$ cat src/tdd_pkg.sv
package tdd_pkg;

  localparam int unsigned AccelW    = 13;
  localparam int unsigned BandW     = 12;
  localparam int unsigned CountW    = 16;
  localparam int unsigned RegIdxW   = 2;
  localparam int unsigned ApbAddrW  = 4;
  localparam int unsigned ApbDataW  = 32;
  localparam int unsigned InDataW   = 40;
  localparam int unsigned OutDataW  = 8;

  typedef enum logic [2:0] {
    DIR_NONE   = 3'd0,
    DIR_X_UP   = 3'd1,
    DIR_X_DOWN = 3'd2,
    DIR_Y_UP   = 3'd3,
    DIR_Y_DOWN = 3'd4,
    DIR_Z_UP   = 3'd5,
    DIR_Z_DOWN = 3'd6
  } tdd_dir_e;

  // register indexes, byte address is 4 times the index
  localparam logic [RegIdxW-1:0] REG_DEAD_BAND    = 2'd0;
  localparam logic [RegIdxW-1:0] REG_UPPER_LIMIT  = 2'd1;
  localparam logic [RegIdxW-1:0] REG_LOWER_LIMIT  = 2'd2;
  localparam logic [RegIdxW-1:0] REG_SETTLE_COUNT = 2'd3;

  localparam logic [BandW-1:0]         DeadBandRst    = 12'd5;
  localparam logic [BandW-1:0]         UpperLimitRst  = 12'd10;
  localparam logic signed [AccelW-1:0] LowerLimitRst  = -13'sd10;
  localparam logic [CountW-1:0]        SettleCountRst = 16'd256;

  typedef struct packed {
    logic [BandW-1:0]         dead_band;
    logic [BandW-1:0]         upper_limit;
    logic signed [AccelW-1:0] lower_limit;
    logic [CountW-1:0]        settle_count;
  } tdd_cfg_t;

endpackage

$ cat src/tilt_direction_detector.sv
// Tilt direction detector: each sample transaction on the slave stream carries one
// signed 13-bit x, y and z reading and yields exactly one result transaction with a
// 3-bit direction code (0 none, 1/2 x up/down, 3/4 y up/down, 5/6 z up/down). A code
// other than none appears only when a new direction has settled, that is once more
// than settle_count classified samples differing from the committed direction have
// been seen. The block takes one sample per cycle while the master side is ready: a
// sample is held in an input register, classified combinationally and counted as it
// passes on, and its result sits in an output register. Thresholds and the settle
// count are to be written over the APB port only while the stream is idle; the block
// itself does not enforce this. Reset values are dead band 5, limits +10 and -10, count 256.
module tilt_direction_detector import tdd_pkg::*; (
  input  logic                  clk_i,
  input  logic                  rst_ni,
  // apb configuration port
  input  logic                  psel,
  input  logic                  penable,
  input  logic                  pwrite,
  input  logic [ApbAddrW-1:0]   paddr,
  input  logic [ApbDataW-1:0]   pwdata,
  output logic [ApbDataW-1:0]   prdata,
  output logic                  pready,
  // sample stream
  input  logic                  s_axis_tvalid,
  output logic                  s_axis_tready,
  input  logic [InDataW-1:0]    s_axis_tdata,  // accel_x[12:0], accel_y[25:13], accel_z[38:26]
  // result stream
  output logic                  m_axis_tvalid,
  input  logic                  m_axis_tready,
  output logic [OutDataW-1:0]   m_axis_tdata   // new_direction[2:0]
);

  tdd_cfg_t cfg_q;
  logic     cfg_wr;
  logic [RegIdxW-1:0] reg_idx;

  assign pready  = 1'b1;
  assign reg_idx = paddr[ApbAddrW-1:2];
  assign cfg_wr  = psel && penable && pwrite;

  always_ff @(posedge clk_i or negedge rst_ni) begin
    if (!rst_ni) begin
      cfg_q.dead_band    <= DeadBandRst;
      cfg_q.upper_limit  <= UpperLimitRst;
      cfg_q.lower_limit  <= LowerLimitRst;
      cfg_q.settle_count <= SettleCountRst;
    end else if (cfg_wr) begin
      case (reg_idx)
        REG_DEAD_BAND:    cfg_q.dead_band    <= pwdata[BandW-1:0];
        REG_UPPER_LIMIT:  cfg_q.upper_limit  <= pwdata[BandW-1:0];
        REG_LOWER_LIMIT:  cfg_q.lower_limit  <= $signed(pwdata[AccelW-1:0]);
        REG_SETTLE_COUNT: cfg_q.settle_count <= pwdata[CountW-1:0];
        default: ;
      endcase
    end
  end

  always_comb begin
    case (reg_idx)
      REG_DEAD_BAND:    prdata = {{(ApbDataW-BandW){1'b0}}, cfg_q.dead_band};
      REG_UPPER_LIMIT:  prdata = {{(ApbDataW-BandW){1'b0}}, cfg_q.upper_limit};
      REG_LOWER_LIMIT:  prdata = {{(ApbDataW-AccelW){cfg_q.lower_limit[AccelW-1]}},
                                  cfg_q.lower_limit};
      REG_SETTLE_COUNT: prdata = {{(ApbDataW-CountW){1'b0}}, cfg_q.settle_count};
      default:          prdata = '0;
    endcase
  end

  // input register
  logic                     in_valid_q;
  logic signed [AccelW-1:0] x_q, y_q, z_q;
  logic                     advance;

  assign advance       = in_valid_q && (!m_axis_tvalid || m_axis_tready);
  assign s_axis_tready = !in_valid_q || advance;

  always_ff @(posedge clk_i or negedge rst_ni) begin
    if (!rst_ni) begin
      in_valid_q <= 1'b0;
    end else if (s_axis_tready) begin
      in_valid_q <= s_axis_tvalid;
    end
  end

  always_ff @(posedge clk_i) begin
    if (s_axis_tready && s_axis_tvalid) begin
      x_q <= $signed(s_axis_tdata[AccelW-1:0]);
      y_q <= $signed(s_axis_tdata[2*AccelW-1:AccelW]);
      z_q <= $signed(s_axis_tdata[3*AccelW-1:2*AccelW]);
    end
  end

  tdd_dir_e dir;
  tdd_dir_e result;
  tdd_dir_e committed;

  tdd_classify u_classify (
    .cfg_i     (cfg_q),
    .accel_x_i (x_q),
    .accel_y_i (y_q),
    .accel_z_i (z_q),
    .dir_o     (dir)
  );

  tdd_settle u_settle (
    .clk_i          (clk_i),
    .rst_ni         (rst_ni),
    .en_i           (advance),
    .dir_i          (dir),
    .settle_count_i (cfg_q.settle_count),
    .result_o       (result),
    .committed_o    (committed)
  );

  // result register
  logic     out_valid_q;
  tdd_dir_e out_dir_q;

  always_ff @(posedge clk_i or negedge rst_ni) begin
    if (!rst_ni) begin
      out_valid_q <= 1'b0;
    end else if (advance) begin
      out_valid_q <= 1'b1;
    end else if (m_axis_tready) begin
      out_valid_q <= 1'b0;
    end
  end

  always_ff @(posedge clk_i) begin
    if (advance) begin
      out_dir_q <= result;
    end
  end

  assign m_axis_tvalid = out_valid_q;
  assign m_axis_tdata  = {{(OutDataW-3){1'b0}}, out_dir_q};

  // a reported direction is always the one now committed
  a_report_committed: assert property (@(posedge clk_i) disable iff (!rst_ni)
    (out_valid_q && (out_dir_q != DIR_NONE)) |-> (out_dir_q == committed))
    else $error("reported direction differs from committed direction");

  // back pressure only while a sample is held
  a_stall_needs_sample: assert property (@(posedge clk_i) disable iff (!rst_ni)
    !s_axis_tready |-> in_valid_q)
    else $error("input stalled with empty input register");

  // the committed direction only moves when a sample passes through
  a_commit_on_advance: assert property (@(posedge clk_i) disable iff (!rst_ni)
    !advance |=> $stable(committed))
    else $error("committed direction changed without a sample");

  // a committed change is always reported
  a_commit_reported: assert property (@(posedge clk_i) disable iff (!rst_ni)
    (advance && (result != DIR_NONE)) |=> (out_valid_q && (out_dir_q == committed)))
    else $error("commit not reported");

endmodule

$ cat src/tdd_classify.sv
module tdd_classify import tdd_pkg::*; (
  input  tdd_cfg_t                 cfg_i,
  input  logic signed [AccelW-1:0] accel_x_i,
  input  logic signed [AccelW-1:0] accel_y_i,
  input  logic signed [AccelW-1:0] accel_z_i,
  output tdd_dir_e                 dir_o
);

  // one extra bit so that the negated band and the limits fit
  logic signed [AccelW:0] band_hi;
  logic signed [AccelW:0] band_lo;
  logic signed [AccelW:0] up_lim;
  logic signed [AccelW:0] lo_lim;
  logic signed [AccelW:0] x_ext;
  logic signed [AccelW:0] y_ext;
  logic signed [AccelW:0] z_ext;
  logic x_near, y_near, z_near;

  assign band_hi = $signed({2'b00, cfg_i.dead_band});
  assign band_lo = -band_hi;
  assign up_lim  = $signed({2'b00, cfg_i.upper_limit});
  assign lo_lim  = {cfg_i.lower_limit[AccelW-1], cfg_i.lower_limit};
  assign x_ext   = {accel_x_i[AccelW-1], accel_x_i};
  assign y_ext   = {accel_y_i[AccelW-1], accel_y_i};
  assign z_ext   = {accel_z_i[AccelW-1], accel_z_i};

  assign x_near = (x_ext >= band_lo) && (x_ext <= band_hi);
  assign y_near = (y_ext >= band_lo) && (y_ext <= band_hi);
  assign z_near = (z_ext >= band_lo) && (z_ext <= band_hi);

  always_comb begin
    dir_o = DIR_NONE;
    if (z_near) begin
      if (y_near && (x_ext > up_lim)) begin
        dir_o = DIR_X_UP;
      end else if (y_near && (x_ext < lo_lim)) begin
        dir_o = DIR_X_DOWN;
      end else if (x_near && (y_ext > up_lim)) begin
        dir_o = DIR_Y_UP;
      end else if (x_near && (y_ext < lo_lim)) begin
        dir_o = DIR_Y_DOWN;
      end
    end else if (x_near && y_near) begin
      if (z_ext > up_lim) begin
        dir_o = DIR_Z_UP;
      end else if (z_ext < lo_lim) begin
        dir_o = DIR_Z_DOWN;
      end
    end
  end

endmodule

$ cat src/tdd_settle.sv
module tdd_settle import tdd_pkg::*; (
  input  logic              clk_i,
  input  logic              rst_ni,
  input  logic              en_i,
  input  tdd_dir_e          dir_i,
  input  logic [CountW-1:0] settle_count_i,
  output tdd_dir_e          result_o,
  output tdd_dir_e          committed_o
);

  tdd_dir_e          committed_q, committed_d;
  logic [CountW-1:0] counter_q, counter_d;

  always_comb begin
    committed_d = committed_q;
    counter_d   = counter_q;
    result_o    = DIR_NONE;
    if (en_i && (dir_i != DIR_NONE) && (dir_i != committed_q)) begin
      if (counter_q > settle_count_i) begin
        committed_d = dir_i;
        counter_d   = '0;
        result_o    = dir_i;
      end else if (counter_q != {CountW{1'b1}}) begin
        counter_d = counter_q + 1'b1;
      end
    end
  end

  always_ff @(posedge clk_i or negedge rst_ni) begin
    if (!rst_ni) begin
      committed_q <= DIR_NONE;
      counter_q   <= '0;
    end else begin
      committed_q <= committed_d;
      counter_q   <= counter_d;
    end
  end

  assign committed_o = committed_q;

endmodule
$ cat config.mk
export PLATFORM = sky130hd
export DESIGN_NAME = tilt_direction_detector
export DESIGN_NICKNAME = d
export VERILOG_FILES = /design/src/tdd_pkg.sv /design/src/tilt_direction_detector.sv /design/src/tdd_classify.sv /design/src/tdd_settle.sv
export SDC_FILE = /design/constraint.sdc
export NUM_CORES = 1
export LEC_CHECK = 0
export BUFFER_PORTS_ARGS = -buffer_cell sky130_fd_sc_hd__buf_2
export CORE_MARGIN = 3
export CORE_UTILIZATION = 28
export CTS_BUF_LIST = sky130_fd_sc_hd__clkbuf_8 sky130_fd_sc_hd__clkbuf_16
export DETAILED_ROUTE_END_ITERATION = 10
export PLACE_DENSITY = 0.54
export SLEW_MARGIN = 20
export SYNTH_ARGS = -nofsm -noshare
export SYNTH_HDL_FRONTEND = slang
export SYNTH_SLANG_ARGS = --single-unit
$ cat constraint.sdc
create_clock -name clk_i -period 10.8 [get_ports clk_i]
set_input_delay 0 -clock clk_i [delete_from_list [all_inputs] [get_ports clk_i]]
set_output_delay 0 -clock clk_i [all_outputs]
set_load 0.03 [all_outputs]
Word-level counts from Yosys, hierarchy flattened:

Cells that the tools add are included.

* register bits after elaboration: 116

* add/sub/neg operators: 2
* $lt $le $gt $ge: 13
* equal/unequal tests: 5
* mux-type cells: 13
* reduce and logical (&&, ||, !) cells: 28

Operators with widths (number)
* 32-bit case mux with 4 select lines: 1
* 13-bit by 14-bit greater-or-equal comparator with 1-bit output: 3
* 13-bit > comparator: 3
* 13-bit less-or-equal comparator: 3
* 13-bit less-than comparator: 3
* 16-bit two-way mux: 2
* 3-bit two-way mux: 8
* 16-bit by 1-bit adder with 16-bit output (second input constant): 1
* 16-bit > comparator: 1
* 16-bit != test (second input constant): 1
* 1-bit logical AND: 14
* 12-bit negation with 14-bit output: 1
* 2-bit AND reduction: 6
* 2-bit equality test (second input constant): 2
* 2-bit nonzero test: 2
* 3-bit != test: 1
* 3-bit nonzero test: 1
* 2-bit by 1-bit equality test with 1-bit output (second input constant): 1
* 1-bit zero test: 2
* 2-bit zero test: 1
* 1-bit logical OR: 2
* 1-bit two-way mux: 2

Logic depth before layout (Yosys ltp):

Gate-level depths: netlist of run 1.

* depth after elaboration: 13
* mapped depth: 18
* gate-level depth less buffers: 17

Modules after synthesis:

A second synthesis of run 1 with hierarchy kept.

* cells, all modules: 856
* area, all modules: 9247.6 um^2

Modules (own cells, without submodules)
* tilt_direction_detector: times used 1, cells each 216, area each 3903.7 um^2
* tdd_classify: times used 1, cells each 465, area each 3733.6 um^2
* tdd_settle: times used 1, cells each 175, area each 1610.3 um^2

Worst setup path before layout of run 1:

Ideal clock, no wire load.

* kind: register to register
* start: register cfg_q[42] (netlist name)
* end: register u_settle.committed_q[0] (netlist: u_settle.committed_o[0])
* setup time: 128 ps
* arrival time: 4153 ps
* data required time: 10672 ps
* slack: 6520 ps
* cell stages (with the launch flop): 18
* cell sequence: dfrtp_1 -> inv_1 -> ha_1 -> or4b_4 -> nor2_1 -> xnor2_1 -> ha_1 -> o21a_1 -> o21ai_0 -> a211oi_1 -> a221oi_1 -> o211ai_1 -> and3_1 -> o221a_2 -> a2111oi_4 -> o2111ai_2 -> o21ai_2 -> mux2_1

* word-level cells in the longest chain between the ends: 13

RTL lines
* start: declaration: line tilt_direction_detector.sv:32 `tdd_cfg_t cfg_q;`
* 12-bit negation with 14-bit output: line tdd_classify.sv:20 `assign band_lo = -band_hi;`
* 13-bit by 14-bit greater-or-equal comparator with 1-bit output: line tdd_classify.sv:27 `assign x_near = (x_ext >= band_lo) && (x_ext <= band_hi);`
* 1-bit logical AND: line tdd_classify.sv:27
* 1-bit logical AND: line tdd_classify.sv:40 `end else if (x_near && (y_ext < lo_lim)) begin`
* 3-bit two-way mux: line tdd_classify.sv:40
* 3-bit two-way mux: line tdd_classify.sv:38 `end else if (x_near && (y_ext > up_lim)) begin`
* 3-bit two-way mux: line tdd_classify.sv:36 `end else if (y_near && (x_ext < lo_lim)) begin`
* 3-bit two-way mux: line tdd_classify.sv:34 `if (y_near && (x_ext > up_lim)) begin`
* 3-bit two-way mux (*): line tdd_classify.sv:33 `if (z_near) begin`
* 3-bit nonzero test: line tdd_settle.sv:18 `if (en_i && (dir_i != DIR_NONE) && (dir_i != committed_q)) begin`
* 1-bit logical AND (2 in series): line tdd_settle.sv:18
* 2-bit AND reduction (no source line)
* end signal: assignment: line tdd_settle.sv:34 `committed_q <= committed_d;`
* end: declaration: line tdd_settle.sv:11 `tdd_dir_e committed_q, committed_d;`

Every way passes the cells marked *; elsewhere a longest branch is shown, timed or not.
A chain may end at the register's enable or synchronous reset.

Worst setup path in the final report of run 1:

* start: register cfg_q[42] (netlist name)
* end: register u_settle.counter_q[0]

* word-level cells in the longest chain between the ends: 13

RTL lines
* 12-bit negation with 14-bit output: line tdd_classify.sv:20
* 13-bit by 14-bit greater-or-equal comparator with 1-bit output: line tdd_classify.sv:27
* 1-bit logical AND: line tdd_classify.sv:27
* 1-bit logical AND: line tdd_classify.sv:40
* 3-bit two-way mux: line tdd_classify.sv:40
* 3-bit two-way mux: line tdd_classify.sv:38
* 3-bit two-way mux: line tdd_classify.sv:36
* 3-bit two-way mux: line tdd_classify.sv:34
* 3-bit two-way mux (*): line tdd_classify.sv:33
* 3-bit nonzero test: line tdd_settle.sv:18
* 1-bit logical AND: line tdd_settle.sv:18
* 1-bit logical AND (*): line tdd_settle.sv:18
* 2-bit AND reduction (no source line) (*)
* end signal: assignment: line tdd_settle.sv:35 `counter_q <= counter_d;`
* end: declaration: line tdd_settle.sv:12 `logic [CountW-1:0] counter_q, counter_d;`

Marked as above.

==> qor_table.md, run 1 <==
| Parameter | This run |
| --- | --- |
| Final Slew Violations | 0 |
| Pin slew with the least headroom to its limit | 998.8 ps |
| Overflow after GRT | 0 |
| Final setup TNS | 0 ps |
| Crit path required time | 11110 ps |
| LEAKAGE | 0.005105 uW |
| Combined buffer and inverter count along the critical path | 1 |
| Post-synthesis instance total | 939 |
| Clock Sinks | 116 |
| Last element of the critical path | u_settle.counter_q[0]$_DFFE_PN0P_ |
| Final critical-path share of the clock period | 0.4997 |
| Number of antenna repair diodes | 0 |
| Worst-path cell chain | inv_1 -> ha_1 -> or4b_4 -> nor2_1 -> xnor2_1 -> ha_1 -> nand4_1 -> or3_1 -> a221oi_1 -> a31oi_1 -> a21oi_2 -> mux2_2 -> xnor2_2 -> a21oi_1 -> o2bb2ai_1 |
| Die outline area | 35820 sq um |
| Final hold violation count | 0 |
| Main synth FF type | dfrtp_1 |
| Critical path depth in cells | 15 |
| Number of buffers added by the clock tree synthesis step | 17 |
| HPWL after detailed placement | 22540 um |
| Largest stage delay on the critical path | 780 ps |
| Final setup violation count | 0 |
| Count of standard-cell rows | 66 |
| Number of synthesis warnings | 0 |
| Setup fix buffers added after clock tree synthesis | 0 |
| Layout Nets | 1324 |
| Worst slew margin relative to its limit | 0.3309 |
| GPL Wtd Cong | 0.9038 |
| Antenna violations before repair | 0 |
| RSZ-0062 raised after global routing | no |
| Vias | 7776 |
| Met1 global-route usage | 0.2163 |
| Max Fclk | 185.3 MHz |
| Tightest Hold Check Type | in2reg |
| Nature of the critical path endpoint | flip-flop |
| Most common cell type on the critical path | ha_1 |
| Post-synthesis async set-or-reset flop share | 0.6379 |
| Detailed Routing Iterations Pass 1 | 5 |
| Global-route track usage on met3 | 0.02722 |
| Skew-Pair Late Insertion Delay | 430 ps |
| Number of fill cells in the layout | 3346 |
| Number of instances resized during post-cts repair | 0 |
| Post-Route Skew | 11.39 ps |
| Routed wirelength normalized by instance count | 18.93 um |
| Worst Hold Slack | 192.1 ps |
| Pin count of the biggest net entering global routing | 75 |
| Sequential cell area fraction in the yosys report | 0.3332 |
| Category of the most critical setup path | reg2reg |
| Signal arrival time at the worst endpoint | 5710 ps |
| EDFF count, synth | 42 |
| Height of the chip | 189.3 um |
| Top Usage Layer GRT | met2 |
| Clock H-tree levels | 4 |
| Met2 track demand over resource in global routing | 0.2814 |
| Initial detailed-routing violation count | 548 |
| Reg-to-Reg Start | cfg_q[42]$_DFFE_PN0P_ |
| CP startpoint kind | flip-flop |
| Area used by multi-input combinational logic | 5747 sq um |
| Average via count per standard cell | 5.049 |
| Via count of the first global-routing pass | 7764 |
| Distinct cells, synth | 81 |
| Routed wire length | 29160 um |
| Number of synthesized register bits | 116 |
| I/O pin count | 126 |
| All-Layer GR Usage | 0.1656 |
| Worst setup path startpoint | cfg_q[42]$_DFFE_PN0P_ |
| Seq. cell area | 3133 sq um |
| Dominant delay contributor by cell family on the critical path | compound AO/OA/AOI/OAI gates |
| Starting Density | 0.2868 |
| Ratio of cells with drive above 1 in the final layout | 0.1995 |
| Min Clock Period, post-route | 5397 ps |
| Crit-path slowest cell | xnor2_2 |
| Post-synth design cell area | 9404 sq um |
| Max rail drop VDD | 0.0001159 V |
| Mean instance size in the synthesized netlist | 10.01 sq um |
| Die extent in x | 189.3 um |
| Port bufs | 100 |
| Core Region | 32780 sq um |
| CTS tree | built |
| R2r setup slk | 5400 ps |
| Max cap viols | 0 |
| Pwr Density | 193.6 nW/um^2 |
| Number of nets with antenna violations after routing | 0 |
| CTS Buffer Depth | 2 |
| Wire length of the first global-routing pass | 45570 um |
| End of the worst register-to-register path | u_settle.counter_q[0]$_DFFE_PN0P_ |
| Highest net fanout along the worst path | 16 |
| Status | finished clean |
| Number of buffers inserted for hold repair after clock tree synthesis | 59 |
| Clk Tree Root Cell | clkbuf_16 |
| Cell count of the worst reg-to-reg path | 15 |
| Area growth syn-to-layout | 22.14% |
| Clock transition at the registers of the reported paths | 60 ps |
| Post-route DRC | 0 |
-- Yosys cell counts (6+ instances only) --
master | n | share of area
ha_1 | 156 | 0.21
o211ai_1 | 9 | 0.0072
mux2_2 | 31 | 0.037
and3_1 | 11 | 0.0073
nand2b_1 | 17 | 0.011
and2_1 | 8 | 0.0053
dfstp_2 | 16 | 0.045
or3_1 | 7 | 0.0047
a211oi_1 | 20 | 0.016
o21a_1 | 9 | 0.0072
nand4_1 | 29 | 0.019
buf_4 | 22 | 0.018
o22ai_1 | 13 | 0.0086
mux4_2 | 12 | 0.029
edfxtp_1 | 42 | 0.13
a31oi_1 | 12 | 0.0080
o21ai_0 | 55 | 0.029
nand2_1 | 66 | 0.026
clkbuf_1 | 13 | 0.0052
nor3_1 | 18 | 0.0096
nor4_1 | 6 | 0.0040
nand3_1 | 10 | 0.0053
nor2_1 | 41 | 0.016
dfrtp_1 | 58 | 0.15
nor2b_1 | 9 | 0.0060
o31ai_1 | 9 | 0.0072
xnor2_1 | 9 | 0.0084
a21oi_1 | 45 | 0.024
a21o_1 | 22 | 0.018
inv_1 | 79 | 0.032
-- cells in the final DEF (no fill, tap or decap), types with 10 or more instances in the layout --
cell type / instances
edfxtp_1: 42
a21o_1: 22
nor3_1: 17
dfstp_2: 16
clkbuf_16: 19
o21ai_0: 55
and3_1: 11
a211oi_1: 20
a31oi_1: 12
inv_1: 80
mux2_2: 31
nand4_1: 29
mux4_2: 12
nor2_1: 41
a21oi_1: 45
dlygate4sd3_1: 59
buf_2: 99
nand2_1: 66
nand2b_1: 17
o22ai_1: 13
dfrtp_1: 58
ha_1: 156
nand3_1: 10
-- report_power, final --
group	internal, uW	total, uW	switching (uW)
sequential	552	653	101
combinational	378	943	565
clock	393	628	235
total	1320	2220	900
-- tightest hold or removal path, cell delays in order --
cell     delay, ps
buf_2          100
nand4_1        100
nor2_1          50
buf_4          200
nand2_1         80
o21ai_0         70
-- final cells by class --
| cell class | count | share of cell area |
|---|---|---|
| Timing Repair Buffer | 162 | 0.09717 |
| Sequential cell | 116 | 0.2728 |
| Inverter | 79 | 0.02582 |
| Clock buffer | 19 | 0.04139 |
| Tap cell | 442 | 0.04815 |
| Multi-Input combinational cell | 709 | 0.5003 |
| Clock inverter | 13 | 0.01438 |
-- cell families after synthesis --
group                    synth area share
AND/OR/NAND/NOR                    0.1341
AO/OA/AOI/OAI                      0.1843
XOR/XNOR                          0.01291
adder cells (fa/ha/maj)            0.2086
other                           0.0007986
buffers and inverters             0.05801
multiplexers                      0.06812
flip-flops                         0.3332
-- through the flow --
step	cell area, sq um	worst slack (ps)	cells	power (uW)	utilization
CTS	11490	5416	1540	2237	0.3504
finish	11490	5403	1540	2224	0.3504
detailed placement	10250	5448	1449	1576	0.3128
floorplan	9419	6520	943	1312	-
global placement	10250	5493	1449	1559	0.3128
global route	11490	4999	1540	2385	0.3504
-- worst min path at each step --
stage / start / endpoint / slack, ps / cells past startpoint
5_1_grt: pwrite / cfg_q[32]$_DFFE_PN1P_ / 230 / 6
3_3_place_gp: s_axis_tdata[8] / x_q[8]$_DFFE_PP_ / 180 / 1
4_1_cts: pwrite / cfg_q[32]$_DFFE_PN1P_ / 180 / 6
6_report: pwrite / cfg_q[32]$_DFFE_PN1P_ / 190 / 6
2_1_floorplan: rst_ni / cfg_q[0]$_DFFE_PN0P_ / -300 / 0
3_5_place_dp: s_axis_tdata[0] / x_q[0]$_DFFE_PP_ / 180 / 1
-- registers in the layout, indices dropped and copies added (netlist names) --
signal and count:
cfg_q 53, in_valid_q 1, m_axis_tvalid 1, out_dir_q 3, u_settle.committed_o 3, u_settle.counter_q 16
x_q 13, y_q 13, z_q 13
-- metal layers --
| layer | share of wire | vias up |
|---|---|---|
| li1 | - | 3826 |
| met1 | 0.45 | 3734 |
| met2 | 0.48 | 181 |
| met3 | 0.042 | 35 |
| met4 | 0.021 | 0 |
| met5 | 0 | - |
(Power assumes the default switching activity.)
==> run 2: changes to the inputs <==
--- a/config.mk
+++ b/config.mk
@@ -5,12 +5,13 @@
 export SDC_FILE = /design/constraint.sdc
 export NUM_CORES = 1
 export LEC_CHECK = 0
+export ABC_AREA = 1
 export BUFFER_PORTS_ARGS = -buffer_cell sky130_fd_sc_hd__buf_2
 export CORE_MARGIN = 3
 export CORE_UTILIZATION = 28
 export CTS_BUF_LIST = sky130_fd_sc_hd__clkbuf_8 sky130_fd_sc_hd__clkbuf_16
 export DETAILED_ROUTE_END_ITERATION = 10
-export PLACE_DENSITY = 0.54
+export PLACE_DENSITY = 0.55
 export SLEW_MARGIN = 20
 export SYNTH_ARGS = -nofsm -noshare
 export SYNTH_HDL_FRONTEND = slang
==> constraint.sdc (replaced) <==
create_clock -name clk_i -period 4.6 [get_ports clk_i]
set_input_delay 0 -clock clk_i [delete_from_list [all_inputs] [get_ports clk_i]]
set_output_delay 0 -clock clk_i [all_outputs]
set_load 0.03 [all_outputs]
==> qor_table.md, run 2 <==
| Parameter | This run |
| --- | --- |
| Tightest Hold Check Type | in2async |
| Pwr Density | 393.8 nW/um^2 |
| Post-Route Skew | 14.63 ps |
| Nature of the critical path endpoint | flip-flop |
| Number of synthesized register bits | 116 |
| Min Clock Period, post-route | 4191 ps |
| HPWL after detailed placement | 22240 um |
| R2r setup slk | 410 ps |
| CTS tree | built |
| Final setup violation count | 0 |
| Sequential cell area fraction in the yosys report | 0.3290 |
| Final setup TNS | 0 ps |
| Count of standard-cell rows | 66 |
| Number of nets with antenna violations after routing | 0 |
| Skew-Pair Late Insertion Delay | 440 ps |
| Clk Tree Root Cell | clkbuf_16 |
| Clock Sinks | 116 |
| Antenna violations before repair | 0 |
| Leading cell types by total area after synthesis | ha_1 (20%), dfrtp_1 (15%), edfxtp_1 (13%) |
| Detailed Routing Iterations Pass 1 | 5 |
| Cell type with the largest total area after synthesis | ha_1 |
| Post-synth design cell area | 9523 sq um |
| Dominant delay contributor by cell family on the critical path | simple AND/OR/NAND/NOR gates |
| Design Power | 4574 uW |
| Pin count of the biggest net entering global routing | 75 |
| Most used cells in the layout excluding fill and tap cells | nand2_1 (279), ha_1 (156), inv_1 (143) |
| Max cap viols | 0 |
| CTS Buffer Depth | 2 |
| Crit path required time | 4970 ps |
| Top post-synthesis cells by count | nand2_1 (279), ha_1 (156), inv_1 (143) |
| Layout Nets | 1586 |
| Overflow after GRT | 0 |
| Ratio of cells with drive above 1 in the final layout | 0.1515 |
| Most common cell type on the critical path | nand2_1 |
| Port bufs | 100 |
| Status | finished, violations left |
| Starting Density | 0.2883 |
| Initial detailed-routing violation count | 657 |
| Average via count per standard cell | 4.710 |
| Signal arrival time at the worst endpoint | 4560 ps |
| Area growth syn-to-layout | 21.94% |
| Largest register FFs | 53 |
| Number of buffers added by the clock tree synthesis step | 17 |
| Largest stage delay on the critical path | 420 ps |
| Die outline area | 36260 sq um |
| LEAKAGE | 0.005676 uW |
| Crit-path slowest cell | dfrtp_1 |
| Via count of the first global-routing pass | 8023 |
| Routed wire length | 29030 um |
| Category of the most critical setup path | reg2reg |
| Failing checks | hold timing |
| Post-synthesis instance total | 1199 |
| Distinct cells, synth | 45 |
| Max Fclk | 238.6 MHz |
| Vias | 8488 |
| Registers with the most flip-flops | cfg_q x53, u_settle.counter_q x16 |
| Combined buffer and inverter count along the critical path | 1 |
| Most common cell in the synthesized netlist | nand2_1 |
| Cell total after placement | 1708 |
| Main synth FF type | dfrtp_1 |
| Layout Cells excl Fill | 1802 |
| Post-synthesis async set-or-reset flop share | 0.6379 |
| Wire length of the first global-routing pass | 45060 um |
| Number of synthesis warnings | 0 |
| Max rail drop VDD | 0.0002589 V |
| GPL Wtd Cong | 0.8822 |
| Setup fix buffers added after clock tree synthesis | 0 |
| Mean instance size in the synthesized netlist | 7.942 sq um |
| Register ranked first by flip-flop count | cfg_q |
| Worst slew margin relative to its limit | 0.3255 |
| Die extent in x | 190.4 um |
| EDFF count, synth | 42 |
| Routed wirelength normalized by instance count | 16.11 um |
| Number of antenna repair diodes | 0 |
| Post-route DRC | 0 |
| Worst Hold Slack | -2.350 ps |
| Core Region | 33030 sq um |
| Clock transition at the registers of the reported paths | 60 ps |
| Most frequent standard cell in the layout excluding fill and tap cells | nand2_1 |
| I/O pin count | 126 |
| Final hold violation count | 4 |
| Highest net fanout along the worst path | 22 |
| Clock H-tree levels | 4 |
| CP startpoint kind | flip-flop |
| Final critical-path share of the clock period | 0.9111 |
| Fraction of post-synthesis cell area in the top cell type by area | 0.2050 |
| Final Slew Violations | 0 |
| All-Layer GR Usage | 0.1617 |
| Pin slew with the least headroom to its limit | 1008 ps |
| Height of the chip | 190.4 um |
| RSZ-0062 raised after global routing | no |
[run 2: layout make-up]
type | count | area [sq um]
Fill cell | 3500 | 21420
Multi-Input combinational cell | 894 | 5595
Sequential cell | 116 | 3133
Timing Repair Buffer | 166 | 1169
Inverter | 152 | 570.5
Tap cell | 442 | 553.0
Clock buffer | 18 | 450.4
Clock inverter | 14 | 141.4
[run 2: timing repair]
action	in CTS	in global routing
hold buffers	60	0
setup endpoints to repair	0	10
hold endpoints to repair	152	0
resized for setup	0	1
[run 2: worst reg2reg max path, delay by kind of cell, from the launching register on]
kind                       cells  cell delay (ps)
and+or+nand+nor               22             2420
xor gates and xnor gates       1              320
DFF                            1              420
adders and majority gates      2              640
AOI/OAI and AO/OA              1              160
buffers and inverters          1              190
[run 2: worst paths after layout]
kind                                             from                                  to  cells past startpoint
worst max-delay path            cfg_q[42]$_DFFE_PN0P_   u_settle.counter_q[2]$_DFFE_PN0P_                     27
worst min-delay path                           rst_ni  u_settle.counter_q[14]$_DFFE_PN0P_                      2
worst max register to register  cfg_q[42]$_DFFE_PN0P_   u_settle.counter_q[2]$_DFFE_PN0P_                     27
worst min register to register   cfg_q[4]$_DFFE_PN0P_                cfg_q[4]$_DFFE_PN0P_                      2
max in group asynchronous                      rst_ni               cfg_q[24]$_DFFE_PN1P_                      3
min in group clk_i                   s_axis_tdata[30]                    z_q[4]$_DFFE_PP_                      2
[run 2: report_power, final]
group          total, uW  internal (uW)  switching (uW)
Combinational       1780            648            1130
Clock               1370            792             581
Sequential          1420           1240             179
[run 2: cells by family after synthesis]
family                   count (synthesis)  synth area share
adder cells (fa/ha/maj)                156            0.2050
XOR/XNOR                                12           0.01104
AND/OR/NAND/NOR                        521            0.2496
AO/OA/AOI/OAI                          198            0.1180
buffers and inverters                  194           0.08659
flip-flops                             116            0.3290
other                                    2         0.0007886
[run 2: metal layers]
layer,part of all wire,GRT usage
met3,0.035,0.02426
met5,0,0
met4,0.031,0.06351
met2,0.47,0.2689
met1,0.46,0.2116
[run 2: stage by stage]
step	setup slack [ps]	instance area [sq um]	utilization
floorplan	1265	9538	-
global placement	387.0	10380	0.3142
detailed placement	343.3	10380	0.3142
CTS	329.0	11570	0.3503
global route	1.205	11610	0.3516
finish	409.0	11610	0.3516
==> run 3: changes to the inputs <==
--- a/config.mk
+++ b/config.mk
@@ -7,9 +7,8 @@
 export LEC_CHECK = 0
 export ABC_AREA = 1
 export BUFFER_PORTS_ARGS = -buffer_cell sky130_fd_sc_hd__buf_2
-export CORE_MARGIN = 3
 export CORE_UTILIZATION = 28
-export CTS_BUF_LIST = sky130_fd_sc_hd__clkbuf_8 sky130_fd_sc_hd__clkbuf_16
+export CTS_BUF_LIST = sky130_fd_sc_hd__clkbuf_2
 export DETAILED_ROUTE_END_ITERATION = 10
 export PLACE_DENSITY = 0.55
 export SLEW_MARGIN = 20
==> qor_table.md, run 3 (synthesized netlist as in run 2, its figures left out) <==
| Parameter | This run |
| --- | --- |
| Clk Tree Root Cell | clkbuf_2 |
| Final setup violation count | 0 |
| Ratio of cells with drive above 1 in the final layout | 0.1477 |
| Crit path required time | 5290 ps |
| Antenna violations before repair | 1 |
| Layout Nets | 1634 |
| Pwr Density | 344.0 nW/um^2 |
| CTS tree | built |
| Registers with the most flip-flops | cfg_q x53, u_settle.counter_q x16 |
| Nature of the critical path endpoint | flip-flop |
| Clock Sinks | 116 |
| Overflow after GRT | 0 |
| Number of nets with antenna violations after routing | 0 |
| Routed wirelength normalized by instance count | 15.53 um |
| HPWL after detailed placement | 21920 um |
| CP startpoint kind | flip-flop |
| Category of the most critical setup path | reg2reg |
| Average via count per standard cell | 4.749 |
| Largest stage delay on the critical path | 480 ps |
| Count of standard-cell rows | 67 |
| Placed cell areas | 10400 sq um |
| Vias | 8818 |
| Status | finished clean |
| Die extent in x | 186.4 um |
| Max rail drop VDD | 0.0001370 V |
| All-Layer GR Usage | 0.1706 |
| Clock H-tree levels | 4 |
| Post-route DRC | 0 |
| Post-Route Skew | 27.55 ps |
| Utilization of the core after routing | 0.3513 |
| RSZ-0062 raised after global routing | no |
| Most used cells in the layout excluding fill and tap cells | nand2_1 (279), ha_1 (156), inv_1 (143) |
| Height of the chip | 186.4 um |
| Area growth syn-to-layout | 23.70% |
| LEAKAGE | 0.005752 uW |
| Final setup TNS | 0 ps |
| Post-route cell area | 11780 sq um |
| Final hold violation count | 0 |
| Core Region | 33530 sq um |
| Wire length of the first global-routing pass | 45840 um |
| Starting Density | 0.2840 |
| Clock transition at the registers of the reported paths | 230 ps |
| Most frequent standard cell in the layout excluding fill and tap cells | nand2_1 |
| Port bufs | 100 |
| Most common cell type on the critical path | nand2_1 |
| Detailed Routing Iterations Pass 1 | 5 |
| Signal arrival time at the worst endpoint | 4910 ps |
| Max cap viols | 0 |
| Tightest Hold Check Type | in2reg |
| Skew-Pair Late Insertion Delay | 770 ps |
| GPL Wtd Cong | 0.8879 |
| Largest register FFs | 53 |
| Initial detailed-routing violation count | 541 |
| Min Clock Period, post-route | 4225 ps |
| Via count of the first global-routing pass | 8260 |
| Pin slew with the least headroom to its limit | 1009 ps |
| Die outline area | 34750 sq um |
| Max Fclk | 236.7 MHz |
| Routed wire length | 28840 um |
| Number of buffers added by the clock tree synthesis step | 17 |
| CTS Buffer Depth | 2 |
| Register ranked first by flip-flop count | cfg_q |
| Final Slew Violations | 0 |
| Worst-path cell chain | inv_1 -> ha_1 -> nand2_1 -> nor2_1 -> nand3_1 -> nor3_1 -> ha_1 -> nand2_1 -> inv_1 -> nand4_1 -> nor3b_1 -> a21oi_1 -> nand2_2 -> nand2_2 -> nand2_2 -> o21ai_2 -> nand2_1 -> nand2_1 -> nand3_4 -> nand3_4 -> nand2_1 -> nand2_1 |
| Worst slew margin relative to its limit | 0.3246 |
| Highest net fanout along the worst path | 16 |
| Pin count of the biggest net entering global routing | 59 |
| Crit-path slowest cell | dfrtp_1 |
| Final critical-path share of the clock period | 0.9184 |
| I/O pin count | 126 |
run 3: worst paths after layout:
check | from | to | slack, ps | cells after the start
setup / recovery | cfg_q[42]$_DFFE_PN0P_ | u_settle.counter_q[5]$_DFFE_PN0P_ | 380 | 22
hold / removal | pwdata[8] | cfg_q[8]$_DFFE_PN1P_ | 50 | 4
setup reg to reg | cfg_q[42]$_DFFE_PN0P_ | u_settle.counter_q[5]$_DFFE_PN0P_ | 380 | 22
hold reg to reg | cfg_q[8]$_DFFE_PN1P_ | cfg_q[8]$_DFFE_PN1P_ | 510 | 2
max in group asynchronous | rst_ni | cfg_q[10]$_DFFE_PN0P_ | 3830 | 4
min in group asynchronous | rst_ni | cfg_q[43]$_DFFE_PN1P_ | 410 | 3
run 3: timing repair:
action | in CTS | in global routing
hold buffers | 108 | 0
setup endpoints to repair | 0 | 3
resized for setup | 0 | 1
endpoints found under the hold margin | 216 | 0
setup buffers | 0 | 0
run 3: final cells by class:
cell class / instances / area, sq um
Fill cell: 3560 / 21750
Multi-Input combinational cell: 893 / 5590
Sequential cell: 116 / 3133
Timing Repair Buffer: 215 / 1654
Inverter: 152 / 570.5
Tap cell: 448 / 560.5
Clock inverter: 15 / 183.9
Clock buffer: 17 / 85.08
Antenna cell: 1 / 2.502
run 3: metrics by stage:
| stage | total power, uW | hold WS [ps] | worst slack [ps] | instances |
|---|---|---|---|---|
| after floorplan | 2666 | -295.6 | 1265 | 1203 |
| after global placement | 3130 | 178.1 | 539.9 | 1716 |
| after detailed placement | 3173 | 178.2 | 479.9 | 1716 |
| after CTS | 4083 | 11.10 | 415.8 | 1856 |
| after global routing | 4416 | 9.631 | 47.61 | 1857 |
| final | 4052 | 54.36 | 375.2 | 1857 |
run 3: routing by layer:
metal / vias to the layer above / track usage / routed length [um]
li1: 4464 / - / -
met1: 4080 / 0.2205 / 13180
met2: 224 / 0.2852 / 13500
met3: 50 / 0.02182 / 1168
met4: 0 / 0.07279 / 997
met5: - / 0 / 0
run 3: worst max-delay path: cells and delay by family (launching register included):
family / cells / cell delay (ps)
AOI/OAI and AO/OA: 2 / 180
DFF: 1 / 480
adders and majority gates: 2 / 520
and+or+nand+nor: 16 / 2600
buffers and inverters: 2 / 340
run 3: power by group:
| group | internal [uW] | leakage (uW) | total (uW) | switching, uW |
|---|---|---|---|---|
| clock | 281 | 0.000163 | 810 | 529 |
| combinational | 683 | 0.00427 | 1830 | 1140 |
| sequential | 1240 | 0.00132 | 1420 | 179 |
| total | 2200 | 0.00575 | 4050 | 1850 |
